<file path="src/hw/rtl/lxf_pkg.sv">
// ----------------------------------------------------------------------------
// lxf_pkg
// Shared widths, register indexes and the step flags of the label expansion
// block.
// ----------------------------------------------------------------------------
package lxf_pkg;

    // payload and register widths
    localparam int DATA_W            = 32;
    localparam int WIDTH_W           = 11;
    localparam int HEIGHT_W          = 16;
    localparam int CFG_IDX_W         = 2;
    localparam int ROW_W             = 17;
    localparam int DEFAULT_MAX_WIDTH = 1024;
    localparam int MIN_DIM           = 3;

    // configuration register indexes
    localparam logic [CFG_IDX_W-1:0] CFG_TAG    = 2'd0;
    localparam logic [CFG_IDX_W-1:0] CFG_WIDTH  = 2'd1;
    localparam logic [CFG_IDX_W-1:0] CFG_HEIGHT = 2'd2;

    // register reset values
    localparam logic [DATA_W-1:0]   TAG_RESET    = '0;
    localparam logic [WIDTH_W-1:0]  WIDTH_RESET  = 11'd3;
    localparam logic [HEIGHT_W-1:0] HEIGHT_RESET = 16'd3;

    // per-item control decided at the sequencer, carried with the item
    typedef struct packed {
        logic has_result;
        logic last;
        logic bank;
        logic ok_above;
        logic ok_left;
        logic ok_right;
        logic ok_below;
    } t_flags;

endpackage

</file>
<file path="src/hw/rtl/lxf_pick.sv">
// ----------------------------------------------------------------------------
// lxf_pick
// Neighbour selection: a target pixel equal to the tag takes the first usable
// label among above, left, right and below.
// ----------------------------------------------------------------------------
module lxf_pick (
    input  logic [lxf_pkg::DATA_W-1:0] i_tag,
    input  logic [lxf_pkg::DATA_W-1:0] i_dst,
    input  logic [lxf_pkg::DATA_W-1:0] i_above,
    input  logic [lxf_pkg::DATA_W-1:0] i_left,
    input  logic [lxf_pkg::DATA_W-1:0] i_right,
    input  logic [lxf_pkg::DATA_W-1:0] i_below,
    input  lxf_pkg::t_flags            i_flags,
    output logic [lxf_pkg::DATA_W-1:0] o_value
);

    logic use_above;
    logic use_left;
    logic use_right;
    logic use_below;

    // usable: valid neighbour, nonzero and not the tag itself
    assign use_above = i_flags.ok_above && (i_above != '0) && (i_above != i_tag);
    assign use_left  = i_flags.ok_left  && (i_left  != '0) && (i_left  != i_tag);
    assign use_right = i_flags.ok_right && (i_right != '0) && (i_right != i_tag);
    assign use_below = i_flags.ok_below && (i_below != '0) && (i_below != i_tag);

    // priority select
    always_comb begin
        o_value = i_dst;
        if (i_dst == i_tag) begin
            if (use_above) begin
                o_value = i_above;
            end else if (use_left) begin
                o_value = i_left;
            end else if (use_right) begin
                o_value = i_right;
            end else if (use_below) begin
                o_value = i_below;
            end
        end
    end

endmodule

</file>
<file path="config.mk">
export PLATFORM = sky130hd
export DESIGN_NAME = lxf_pick
export DESIGN_NICKNAME = d
export VERILOG_FILES = /design/src/hw/rtl/lxf_pkg.sv /design/src/hw/rtl/lxf_pick.sv
export SDC_FILE = /design/constraint.sdc
export NUM_CORES = 1
export LEC_CHECK = 0
export BUFFER_PORTS_ARGS = -buffer_cell sky130_fd_sc_hd__buf_2
export CAP_MARGIN = 5
export CORE_ASPECT_RATIO = 0.9
export CORE_UTILIZATION = 35
export DETAILED_ROUTE_END_ITERATION = 10
export PLACE_DENSITY = 0.79
export SLEW_MARGIN = 40
export SYNTH_ARGS = -nofsm -noshare
export SYNTH_HDL_FRONTEND = slang
export SYNTH_SLANG_ARGS = --single-unit
</file>
<file path="constraint.sdc">
create_clock -name vclk -period 1.8
set_input_delay 0.09 -clock vclk [all_inputs]
set_output_delay 0.09 -clock vclk [all_outputs]
set_load 0.03 [all_outputs]
</file>
After elaboration in Yosys (flattened, before gate mapping)
Cells that the tools add are included.
{"block": "op_classes", "reduce_logical": 12, "mux": 5, "n_eq_ne": 5}
{"op": "$mux 32", "n": 5}
{"op": "$ne 32x32->1", "n": 4}
{"op": "$reduce_bool 32->1", "n": 4}
{"op": "$eq 32x32->1", "n": 1}
{"op": "$logic_and 1x1->1", "n": 8}
{"block": "word_totals", "regBits": 0, "word_cells": 22, "out_inout_bits": 32}

Depth between registers and ports, before layout
{"block": "logic_depth", "ltp_word": 8, "depth_mapped": 10, "mapped_depth_nobuf": 7}

Worst setup path before layout
No wires, ideal clock.
{"block": "synth_timing", "path_kind": "input to output", "start": "in i_tag[13] (netlist bit)", "end": "out o_value[0] (netlist bit)", "t_required_ns": 1.710, "path_buffers": 3, "arrival_time_ns": 2.024, "path_slack_ns": -0.314, "path_stages": 10, "path_cell_list": "buf_4 xnor2_2 nand4_1 nor4_2 a21oi_2 or2_1 buf_6 buf_6 o2111ai_2 o221a_1"}
{"block": "synth_between", "elab_chain_cells": 7, "word_cells_on_any_way": 14, "classes_between": "eq/ne (5); mux (5); reduce/logical (4)"}
{"element": "start, declared", "line_no": "lxf_pick.sv:7", "rtl": "input logic [lxf_pkg::DATA_W-1:0] i_tag,"}
{"element": "$ne 32x32->1", "line_no": "lxf_pick.sv:26", "rtl": "assign use_below = i_flags.ok_below && (i_below != '0) && (i_below != i_tag);"}
{"element": "$logic_and 1x1->1", "line_no": "lxf_pick.sv:26"}
{"element": "$mux 32", "line_no": "lxf_pick.sv:38", "rtl": "end else if (use_below) begin"}
{"element": "$mux 32", "line_no": "lxf_pick.sv:36", "rtl": "end else if (use_right) begin"}
{"element": "$mux 32", "line_no": "lxf_pick.sv:34", "rtl": "end else if (use_left) begin"}
{"element": "$mux 32", "line_no": "lxf_pick.sv:32", "rtl": "if (use_above) begin"}
{"element": "$mux 32 *", "line_no": "lxf_pick.sv:31", "rtl": "if (i_dst == i_tag) begin"}
{"element": "end, declared", "line_no": "lxf_pick.sv:14", "rtl": "output logic [lxf_pkg::DATA_W-1:0] o_value"}
Every way passes the cells marked *; elsewhere a longest branch is shown, timed or not.

Worst setup path in the final report
{"block": "layout_timing", "start": "in i_below[26] (netlist bit)", "end": "out o_value[25] (netlist bit)"}
{"block": "layout_between", "elab_chain_cells": 8, "word_cells_on_any_way": 9, "classes_between": "eq/ne (1); mux (5); reduce/logical (3)"}
{"element": "start, declared", "line_no": "lxf_pick.sv:12", "rtl": "input logic [lxf_pkg::DATA_W-1:0] i_below,"}
{"element": "$reduce_bool 32->1", "line_no": "lxf_pick.sv:26"}
{"element": "$logic_and 1x1->1", "line_no": "lxf_pick.sv:26"}
{"element": "$logic_and 1x1->1 *", "line_no": "lxf_pick.sv:26"}
{"element": "$mux 32 *", "line_no": "lxf_pick.sv:38"}
{"element": "$mux 32 *", "line_no": "lxf_pick.sv:36"}
{"element": "$mux 32 *", "line_no": "lxf_pick.sv:34"}
{"element": "$mux 32 *", "line_no": "lxf_pick.sv:32"}
{"element": "$mux 32 *", "line_no": "lxf_pick.sv:31"}
Marks and branches as above.

==> out/qor.txt <==
Tmin final: 2.34 ns
Worst setup SP type: primary input
Num rows: 36
Syn Inst Count: 480
Starting Density: 36.1%
Hold path depth: 3
Crit end category: output pin
Overall Global Routing Usage: 38.9%
P per Cell Area: 257 mW/mm^2
Routed vias/inst: 6.21
Slew Limit Fails: 0
Worst EP required: 1.71 ns
Post-synthesis net count: 679
Leakage Power: 3.12 nW
Top post-synthesis cells by count: xnor2_1, nor4_1, nand4_1
Largest net degree at the start of global routing: 37
Setup CP Type: primary input to output pin
DR vias: 5821
Synth area leader: xnor2_1
Seq_cells: 0
Diodes inserted: 0
Clock buffers: 0
Crit share post-route: 130%
Failing checks: negative setup slack
Slew HR: 71.5%
Count leader, synth: xnor2_1
Syn Area/Cell: 8.12 um^2
Max_cap viols: 0
Worst vdd ir: 0.135 mV
Layout cells sized above 1: 66.2%
First-pass GRT wire length: 33400 um
GR met3 Demand/Resource: 8.13%
Pre-antenna DRT Iters: 5
Initial antenna violation count: 0
Area of the mapped netlist: 0.00390 mm^2
Total die area: 0.0116 mm^2
Area share of fa/ha/maj cells after synthesis: 0%
Post-synthesis simple-gate area fraction: 24.8%
Vias in the first global route: 5663
Hold Path Class: primary input to output pin
Die Y: 102 um
Seq/Total Area, Yosys: 0%
Top post-synthesis cells by area: xnor2_1, o2111ai_2, o221a_1, mux2i_1, nor4_1
Final worst slack: -0.541 ns
Mux share of post-synthesis cell area: 8.22%
Grt met2 use: 67.2%
Run status: finished, violations left
Hold_sp: i_above[21]
Syn-to-layout area delta: 93.0%
Grt met1 use: 49.0%
Final number of hold-violating endpoints: 0
Synth top area share: 28.1%
Initial DRC Count: 494
Synth Area in XOR/XNOR: 36.5%
Setup-failing EPs final: 32
Overflow after GRT: 0
Placer Congestion: 1.00
Gr busiest metal: met2
Ys Warns: 0
Worst-path fanout max: 7
Core Region: 0.0108 mm^2
Nets: 1006
WP data arrival: 2.25 ns
Synth Area in Compound Gates: 22.4%
Unrepaired setup endpoints after global routing: true
Register Area: 0 um^2
Worst hold endpoint: o_value[21]
# hold bufs at CTS: 0
Wire length per cell: 25.8 um
Die W: 113 um
Input/output buffers: 228
Largest family of logic cells by synthesized area: XOR/XNOR gates
Slew @ Worst Pin: 0.428 ns
HPWL Detailed: 18800 um
Fill cells: 828
Total power: 1.93 mW
Post-route antenna net violation count: 0
Drt total wl: 24200 um
I/O pin total: 231
DRC: 0
Max frequency: 0.427 GHz
Netlist cell types: 24
Worst slack, placed: -0.601 ns
==> kinds of logic after synthesis <==
family	after synthesis
xor gates and xnor gates	160
muxes	32
buffers and inverters	57
AOI/OAI and AO/OA	72
and+or+nand+nor	159
==> worst max-delay path by stage <==
stage | startpoint | cells after the start | endpoint
after CTS | i_tag[0] | 13 | o_value[25]
after floorplan | i_tag[29] | 10 | o_value[0]
after detailed placement | i_left[16] | 11 | o_value[25]
after global routing | i_below[26] | 13 | o_value[2]
final | i_below[26] | 13 | o_value[25]
after global placement | i_tag[15] | 11 | o_value[26]
==> critical path, cell delays in order <==
cell and delay, ns:
buf_2 0.12, nor4_1 0.33, buf_4 0.18, nand4_1 0.15
o21ai_1 0.21, buf_4 0.14, a21oi_4 0.04, buf_12 0.15
buf_12 0.14, mux2i_2 0.15, o2111ai_2 0.20, o221a_4 0.22
buf_6 0.12
==> per-layer routing <==
metal  part of all wire, %  vias up  wire (um)
li1                      -     2501          -
met1                    37     2749       9070
met2                    46      469      11200
met3                    12      102       2810
met4                   4.6        0       1120
met5                     0        -          0
==> area by class of cell <==
class / instances / area [um^2] / share of cell area, %
multi-input cells: 423 / 4490 / 59.7
well taps: 133 / 166 / 2.21
repair buffers: 382 / 2870 / 38.1
==> timing repair <==
| item | 4_1_cts | 5_1_grt |
|---|---|---|
| endpoints found under the setup margin | 32 | 32 |
| gates resized for setup | 135 | 98 |
| setup buffers | 9 | 5 |
| pin swaps | 41 | 22 |
| cloned | 2 | 4 |
==> stage by stage <==
step	instance area (um^2)	instances	util (%)	TNS, ns	hold slack (ns)
final	7520	938	69.6	-15.37	0.608
after global routing	7520	938	69.6	-17.58	0.620
after CTS	7020	932	65.0	-12.11	0.599
after detailed placement	6330	921	58.6	-17.16	0.653
after global placement	6330	921	58.6	-17.17	0.649
after floorplan	4340	480	-	-3.52	0.394
==> report_power, final <==
part           total [mW]  switching (mW)  leakage (nW)  internal [mW]
Clock                   0               0             0              0
Combinational        1.93           0.996          3.12          0.939
Sequential              0               0             0              0
Total                1.93           0.996          3.12          0.939
==> placed cells by master (no fill, tap or decap), types with 2 or more instances in the layout <==
| master | synthesis | layout |
|---|---|---|
| o2111ai_4 | 0 | 4 |
| o221a_2 | 2 | 2 |
| a21oi_4 | 0 | 2 |
| buf_6 | 6 | 63 |
| clkbuf_4 | 0 | 3 |
| xnor2_1 | 125 | 73 |
| buf_2 | 34 | 176 |
| a21oi_2 | 1 | 2 |
| mux2i_2 | 0 | 2 |
| xnor2_2 | 3 | 54 |
| o221a_4 | 0 | 30 |
| nor4_1 | 46 | 28 |
| nor4_2 | 2 | 20 |
| xor2_1 | 32 | 32 |
| nand4_1 | 42 | 42 |
| buf_12 | 0 | 8 |
| nand3b_1 | 32 | 32 |
| buf_8 | 0 | 9 |
| buf_4 | 4 | 121 |
| clkbuf_16 | 0 | 2 |
| mux2i_1 | 32 | 29 |
| o21ai_1 | 0 | 3 |
| nand2_1 | 33 | 32 |
| o2111ai_2 | 30 | 28 |
Note: power is estimated with default switching activity, not from simulation.
