$ cat src/hw/rtl/lxf_pkg.sv
// ----------------------------------------------------------------------------
// lxf_pkg
// Shared widths, register indexes and the step flags of the label expansion
// block.
// ----------------------------------------------------------------------------
package lxf_pkg;

    // payload and register widths
    localparam int DATA_W            = 32;
    localparam int WIDTH_W           = 11;
    localparam int HEIGHT_W          = 16;
    localparam int CFG_IDX_W         = 2;
    localparam int ROW_W             = 17;
    localparam int DEFAULT_MAX_WIDTH = 1024;
    localparam int MIN_DIM           = 3;

    // configuration register indexes
    localparam logic [CFG_IDX_W-1:0] CFG_TAG    = 2'd0;
    localparam logic [CFG_IDX_W-1:0] CFG_WIDTH  = 2'd1;
    localparam logic [CFG_IDX_W-1:0] CFG_HEIGHT = 2'd2;

    // register reset values
    localparam logic [DATA_W-1:0]   TAG_RESET    = '0;
    localparam logic [WIDTH_W-1:0]  WIDTH_RESET  = 11'd3;
    localparam logic [HEIGHT_W-1:0] HEIGHT_RESET = 16'd3;

    // per-item control decided at the sequencer, carried with the item
    typedef struct packed {
        logic has_result;
        logic last;
        logic bank;
        logic ok_above;
        logic ok_left;
        logic ok_right;
        logic ok_below;
    } t_flags;

endpackage

$ cat src/hw/rtl/lxf_seq.sv
// ----------------------------------------------------------------------------
// lxf_seq
// Raster position sequencer: column and row counters, line memory addresses
// and the neighbour validity flags for each item.
// ----------------------------------------------------------------------------
module lxf_seq #(
    parameter int MAX_WIDTH = lxf_pkg::DEFAULT_MAX_WIDTH
) (
    input  logic                          i_clk,
    input  logic                          i_rst_n,
    input  logic                          i_adv,
    input  logic                          i_drain,
    input  logic [lxf_pkg::WIDTH_W-1:0]   i_width,
    input  logic [lxf_pkg::HEIGHT_W-1:0]  i_height,
    output logic                          o_noop,
    output logic                          o_wr,
    output logic [$clog2(MAX_WIDTH)-1:0]  o_col,
    output logic [$clog2(MAX_WIDTH)-1:0]  o_col_nxt,
    output lxf_pkg::t_flags               o_flags
);

    localparam int CW  = $clog2(MAX_WIDTH);
    localparam int WW  = $clog2(MAX_WIDTH + 1);
    localparam int XW  = WW + 2;
    localparam int RW  = lxf_pkg::ROW_W;
    localparam int RXW = RW + 1;

    logic [CW-1:0]  r_col;
    logic [CW-1:0]  n_col;
    logic [RW-1:0]  r_row;
    logic [RW-1:0]  n_row;

    logic [31:0]    w32;
    logic [WW-1:0]  w_eff;
    logic [lxf_pkg::HEIGHT_W-1:0] h_eff;
    logic [XW-1:0]  wx;
    logic [XW-1:0]  cx;
    logic [XW-1:0]  cx_inc;
    logic [RXW-1:0] hx;
    logic [RXW-1:0] tx;
    logic [CW-1:0]  c0;
    logic [RW-1:0]  r0;
    logic           flush;
    logic           col_in;
    logic           row_in;

    // effective frame size
    always_comb begin
        w32 = {{(32-lxf_pkg::WIDTH_W){1'b0}}, i_width};
        if (w32 < 32'(lxf_pkg::MIN_DIM)) begin
            w32 = 32'(lxf_pkg::MIN_DIM);
        end else if (w32 > 32'(MAX_WIDTH)) begin
            w32 = 32'(MAX_WIDTH);
        end
        w_eff = w32[WW-1:0];
        if (i_height < lxf_pkg::HEIGHT_W'(lxf_pkg::MIN_DIM)) begin
            h_eff = lxf_pkg::HEIGHT_W'(lxf_pkg::MIN_DIM);
        end else begin
            h_eff = i_height;
        end
    end

    // position of this item, wrapping a column count left beyond the width
    always_comb begin
        wx = XW'(w_eff);
        hx = RXW'(h_eff);
        if (XW'(r_col) >= wx) begin
            c0 = '0;
            r0 = r_row + RW'(1);
        end else begin
            c0 = r_col;
            r0 = r_row;
        end
        flush  = RXW'(r0) >= hx;
        cx     = XW'(c0);
        cx_inc = cx + XW'(1);
        tx     = RXW'(r0) - RXW'(1);
    end

    // neighbour validity, target row is the row above the incoming one
    always_comb begin
        col_in = (cx >= XW'(1)) && (cx + XW'(2) <= wx);
        row_in = (tx >= RXW'(1)) && (tx + RXW'(2) <= hx);
        o_flags.has_result = (r0 != '0);
        o_flags.last       = (tx + RXW'(1) == hx) && (cx_inc == wx);
        o_flags.bank       = r0[0];
        o_flags.ok_above   = (tx >= RXW'(2)) && (tx + RXW'(1) <= hx) && col_in;
        o_flags.ok_left    = row_in && (cx >= XW'(2));
        o_flags.ok_right   = row_in && (cx + XW'(3) <= wx);
        o_flags.ok_below   = !flush && (tx + RXW'(3) <= hx) && col_in;
    end

    assign o_noop = i_drain && !flush;
    assign o_wr   = !flush;
    assign o_col  = c0;
    // next column address, folded back at the memory depth
    assign o_col_nxt = (cx_inc == XW'(MAX_WIDTH)) ? '0 : cx_inc[CW-1:0];

    // counter advance
    always_comb begin
        n_col = r_col;
        n_row = r_row;
        if (i_adv) begin
            if (o_noop) begin
                n_col = c0;
                n_row = r0;
            end else if (cx_inc >= wx) begin
                n_col = '0;
                n_row = flush ? '0 : r0 + RW'(1);
            end else begin
                n_col = cx_inc[CW-1:0];
                n_row = r0;
            end
        end
    end

    always_ff @(posedge i_clk) begin
        if (!i_rst_n) begin
            r_col <= '0;
            r_row <= '0;
        end else begin
            r_col <= n_col;
            r_row <= n_row;
        end
    end

endmodule

$ cat config.mk
export PLATFORM = sky130hd
export DESIGN_NAME = lxf_seq
export DESIGN_NICKNAME = d
export VERILOG_FILES = /design/src/hw/rtl/lxf_pkg.sv /design/src/hw/rtl/lxf_seq.sv
export SDC_FILE = /design/constraint.sdc
export NUM_CORES = 1
export LEC_CHECK = 0
export ABC_CLOCK_PERIOD_IN_PS = 10610
export BUFFER_PORTS_ARGS = -buffer_cell sky130_fd_sc_hd__buf_2
export CELL_PAD_IN_SITES_DETAIL_PLACEMENT = 1
export CELL_PAD_IN_SITES_GLOBAL_PLACEMENT = 1
export CORE_MARGIN = 8
export CORE_UTILIZATION = 46
export DETAILED_ROUTE_END_ITERATION = 7
export PLACE_DENSITY = 0.94
export SETUP_SLACK_MARGIN = 0.02
export SLEW_MARGIN = 5
export SYNTH_ARGS = -nofsm -noshare
export SYNTH_HDL_FRONTEND = slang
export SYNTH_SLANG_ARGS = --single-unit
$ cat constraint.sdc
create_clock -name i_clk -period 10.61 [get_ports i_clk]
set_input_delay 1.5915 -clock i_clk [delete_from_list [all_inputs] [get_ports i_clk]]
set_output_delay 1.5915 -clock i_clk [all_outputs]
set_load 0.05 [all_outputs]
# Yosys cells after proc, flatten, opt, wreduce, memory -nomap -nowiden
# Index checks and enable logic that the tools add are counted.
totals:
  output_inout_bits: 29
  reg_bits: 27
  input_bits: 31
  elab_cells: 52
op_classes:
  n_reduce_logical: 12
  add_sub_neg: 9
  n_lt_le_gt_ge: 15
  n_mux: 11
  eq_ne: 3
ops:
  columns: ["cell", "n"]
  rows:
  - ["$mux W17", 4]
  - ["$le A18 B16 Y1", 3]
  - ["$mux W10", 4]
  - ["$add A18 B2 Y18 const B", 2]
  - ["$add A17 B1 Y17 const B", 2]
  - ["$add A10 B2 Y11 const B", 2]
  - ["$le A11 B11 Y1", 2]
  - ["$mux W11", 2]
  - ["$add A18 B1 Y18 const B", 1]
  - ["$eq A18 B16 Y1", 1]
  - ["$ge A18 B1 Y1 const B", 1]
  - ["$ge A18 B2 Y1 const B", 1]
  - ["$sub A17 B1 Y18 const B", 1]
  - ["$ge A17 B16 Y1", 1]
  - ["$reduce_bool A17 Y1", 1]
  - ["$lt A16 B2 Y1 const B", 1]
  - ["$mux W16", 1]
  - ["$add A10 B1 Y11 const B", 1]
  - ["$eq A11 B11 Y1", 1]
  - ["$eq A11 B11 Y1 const B", 1]
  - ["$ge A10 B11 Y1", 1]
  - ["$ge A11 B11 Y1", 1]
  - ["$gt A11 B11 Y1 const B", 1]
  - ["$lt A11 B2 Y1 const B", 1]
  - ["4 further kinds", 13]

# Depth between registers and ports, before layout
depth:
  ltp_word: 10
  mapped_depth: 32

# Worst setup path before layout
# Ideal clock, no wire load.
synth_path:
  path_kind: "input to output"
  startpoint: "in i_width[10] in the netlist's numbering"
  endpoint: "out o_flags[1] in the netlist's numbering"
  n_path_buf: 2
  arrival_time_ns: 7.981
  path_slack_ns: 1.038
  required_ns: 9.019
  stages: 27
  path_cell_list: "inv_1 > clkbuf_1 > nand2_1 > ha_1 > a21o_1 > a2111oi_4 > o21a_4 > buf_4 > a21oi_1 > xnor2_1 > ha_1 > nand3_1 > mux2_2 > nor4_1 > xnor2_2 > o21ai_1 > or2_2 > xnor2_1 > ha_1 > and4_1 > o21ai_0 > a21oi_1 > a2111oi_0 > o31a_1 > a31oi_1 > nor3_1 > and4_1"
synth_rtl:
  columns: ["item", "line_no", "source"]
  rows:
  - ["start, declared", "lxf_seq.sv:13", "input logic [lxf_pkg::WIDTH_W-1:0] i_width,"]
  - ["end, declared", "lxf_seq.sv:19", "output lxf_pkg::t_flags o_flags"]

==> key figures <==
Critical path
  • Crit path buf inv count: 3
  • R2R Path End: r_row[14]
  • Crit-path max FO: 16
  • CP Data Arrival Time: 8.50 ns
  • Most frequent CP cell: ha_1
  • Worst setup EP type: output pin
  • CP Data Required Time: 9.02 ns
  • CP peak stage delay: 0.52 ns
  • R2R Setup Slk: 4.00 ns
  • Nature of the critical path startpoint: input pin
  • Top cell family by delay on the critical path: simple AND/OR/NAND/NOR gates
  • Worst Reg-to-Reg Cells: 23
  • Critical path class: in -> out
  • Worst reg2reg startpoint: r_col[5]
  • Critical-path top delay cell: or3_1

STA
  • Relative slew margins: 29.2%
  • RSZ-0062 raised after global routing: false
  • Worst-Margin Slew: 1.05 ns
  • Clk_skew: 0.00524 ns
  • Max Slew Vio Count: 0
  • Setup TNS: 0 ns
  • Tmin final: 10.09 ns
  • Final setup violating endpoints: 0
  • Hold violation total from the final report: 0
  • Final cycle utilization of the critical path: 95.1%
  • FMAX: 99.1 MHz

Layout
  • Fin nets: 1113
  • Post-Layout Inst Area: 7310 sq um
  • Most common cell after layout, fill and taps aside: ha_1
  • Area growth syn-to-layout: 8.77%
  • Commonest cells after routing, fill and taps aside: ha_1 (116), nand2_1 (101), nor2_1 (77)
  • Share of cells above drive strength 1: 11.7%
  • # diodes: 0
  • Layout fillers: 1899

Placement
  • Cell Area, Placed: 7190 sq um
  • Port buffer count: 59
  • Detail Placement HPWL: 20.4 mm
  • Placer Congestion: 0.932

Routing
  • Via count: 7398
  • DRT antenna net count: 0
  • 1st-iter DRT viols: 434
  • WL met3: 1.40 mm
  • Met1 wire length: 10.3 mm
  • Final WL: 25.0 mm
  • Total iterations of the first detailed-routing run: 5
  • Avg WL per Cell: 21.7 um
  • DRC violations left: 0
  • Top sig layer: met5
  • Vias per cell: 6.44
  • Met2 WL post-DR: 12.1 mm

Clock network
  • Clk slew on worst S/H paths: 0.08 ns
  • CTS tree: built
  • CTS H-tree lvls: 1
  • CTS buffer count: 3
  • CTS Sinks: 27
  • Hold_buf cts: 0
  • Worst-Skew Late Latency: 0.28 ns
  • Clock buffer depth: 2
  • Clock Tree Root: clkbuf_16

Worst hold path
  • Hold Startpoint: r_row[11]
  • Hold crit path type: reg -> reg
  • Hold Path Sink: r_row[11]
  • Worst Hold Depth: 2

Power and ir drop
  • Flop pwr share: 18.2%
  • Int Pwr: 305 uW
  • Logic pwr share: 65.9%
  • Clock power frac: 15.9%
  • Psw: 297 uW
  • Pwr/cell area: 82.4 nW/um^2
  • VDD IR max: 0.0618 mV
  • Leak: 3.37 nW
  • Sw frac: 49.3%

Global routing
  • Vias in the first global route: 7689
  • Gr usage total: 26.7%
  • First-pass GRT wire length: 40.1 mm
  • Largest net degree at the start of global routing: 19
  • Initial antenna violation count: 1
  • Grt ovf: 0

Synthesis
  • Mux cell area share after synthesis: 0.950%
  • Top cells by area, synth: ha_1 (22%), xnor2_1 (9.9%), dfxtp_1 (8.0%)
  • Synth Area in Compound Gates: 21.2%
  • Largest family of logic cells by synthesized area: simple AND/OR/NAND/NOR gates
  • Sequential-to-total area share from yosys stat: 8.05%
  • Post-Synth XOR/XNOR Area: 16.1%
  • Post-Syn Instances: 917
  • Yosys top cell by area: ha_1
  • Post-synthesis adder-cell area fraction: 21.8%
  • Post-synthesis simple-gate area fraction: 27.3%
  • Syn nets: 1064
  • Synth Flop Type: dfxtp_1
  • Async SR Flop Fraction: 0%
  • Distinct cells, synth: 74
  • Number of synthesized flops with an enable pin: 0
  • Mean Syn Cell Area: 7.32 sq um
  • Yosys top cell area share: 21.6%
  • Mapped Area: 6720 sq um
  • Warning count from the yosys run: 0
  • Flops & latches, synth: 27

Floorplanning
  • Die height: 137 um
  • Core Box Area: 14400 sq um
  • I/O pin count: 60
  • Rows: 44
  • Die ar.: 18700 sq um
  • Initial Util: 46.6%
  • Die X-Extent: 137 um

Flow run
  • Max_cap viols: 0

Outcome
  • Status: finished clean
==> synthesized netlist by cell type (11+ instances only) <==
cell type	number
a21o_1	21
xor2_1	31
nor2_1	77
dfxtp_1	27
o21a_1	23
nand4_1	23
nor3_1	27
nor2b_1	12
o21ai_0	45
nor4_1	20
nand2_1	101
inv_1	47
a21oi_1	39
clkbuf_1	16
and3_1	11
xnor2_1	76
ha_1	116
a31oi_1	11
nand3_1	46
==> sequential cells by signal, summed over array words and instances, names as in the netlist <==
signal / cells
r_col: 10
r_row: 17
==> cell families after synthesis <==
| kind of cell | count (synthesis) |
|---|---|
| simple gates | 368 |
| xor+xnor | 116 |
| mux | 6 |
| flops | 27 |
| buf+inv | 76 |
| compound gates | 207 |
| fa+ha+maj | 117 |
==> what timing repair did <==
action                     in CTS  in global routing
gates resized for setup         0                  7
setup endpoints to repair       0                  5
setup buffers                   0                  0
==> metrics by stage <==
stage / setup WS, ns / hold slack (ns) / util, % / power (mW) / cells
after floorplan: 1.04 / 0.464 / - / 0.387 / 917
after global placement: 0.490 / 0.482 / 49.9 / 0.478 / 1145
after detailed placement: 0.157 / 0.512 / 49.9 / 0.494 / 1145
after CTS: 0.122 / 0.520 / 50.4 / 0.589 / 1149
after global routing: 0.0440 / 0.553 / 50.7 / 0.643 / 1149
final: 0.515 / 0.525 / 50.7 / 0.602 / 1149
==> area by class of cell <==
class,instances,area [sq um],share of cell area (%)
Multi-Input combinational cell,814,5900,80.7
Sequential cell,27,541,7.40
Timing Repair Buffer,67,355,4.86
Tap cell,184,230,3.15
Inverter,53,203,2.77
Clock buffer,3,75.1,1.03
Clock inverter,1,5.00,0.0685
==> worst min-delay path: cells and delay by family, from the launching register on <==
kind            cells  cell delay (ns)
flops               1             0.35
compound gates      1             0.07
simple gates        1             0.07
==> power groups by stage <==
stage / logic [mW] / registers (mW) / clock network, mW
final: 0.397 / 0.110 / 0.0958
after global routing: 0.433 / 0.110 / 0.0993
after CTS: 0.386 / 0.109 / 0.0935
after detailed placement: 0.382 / 0.112 / 0
after global placement: 0.366 / 0.112 / 0
after floorplan: 0.279 / 0.108 / 0
==> routing by layer <==
layer  vias up  GRT usage, %
li1       3420             -
met1      3598          32.0
met2       278          47.0
met3       100          3.67
met4         2          11.1
met5         -             0
==> how the worst max path moves through the flow <==
stage / cells after the start / to / startpoint
2_1_floorplan: 27 / o_flags[1] / i_width[10]
3_3_place_gp: 30 / o_flags[1] / i_width[4]
3_5_place_dp: 30 / o_flags[1] / i_width[4]
4_1_cts: 30 / o_flags[1] / i_width[4]
5_1_grt: 30 / o_flags[1] / i_width[2]
6_report: 28 / o_flags[3] / i_width[4]
Note: power is estimated with default switching activity, not from simulation.
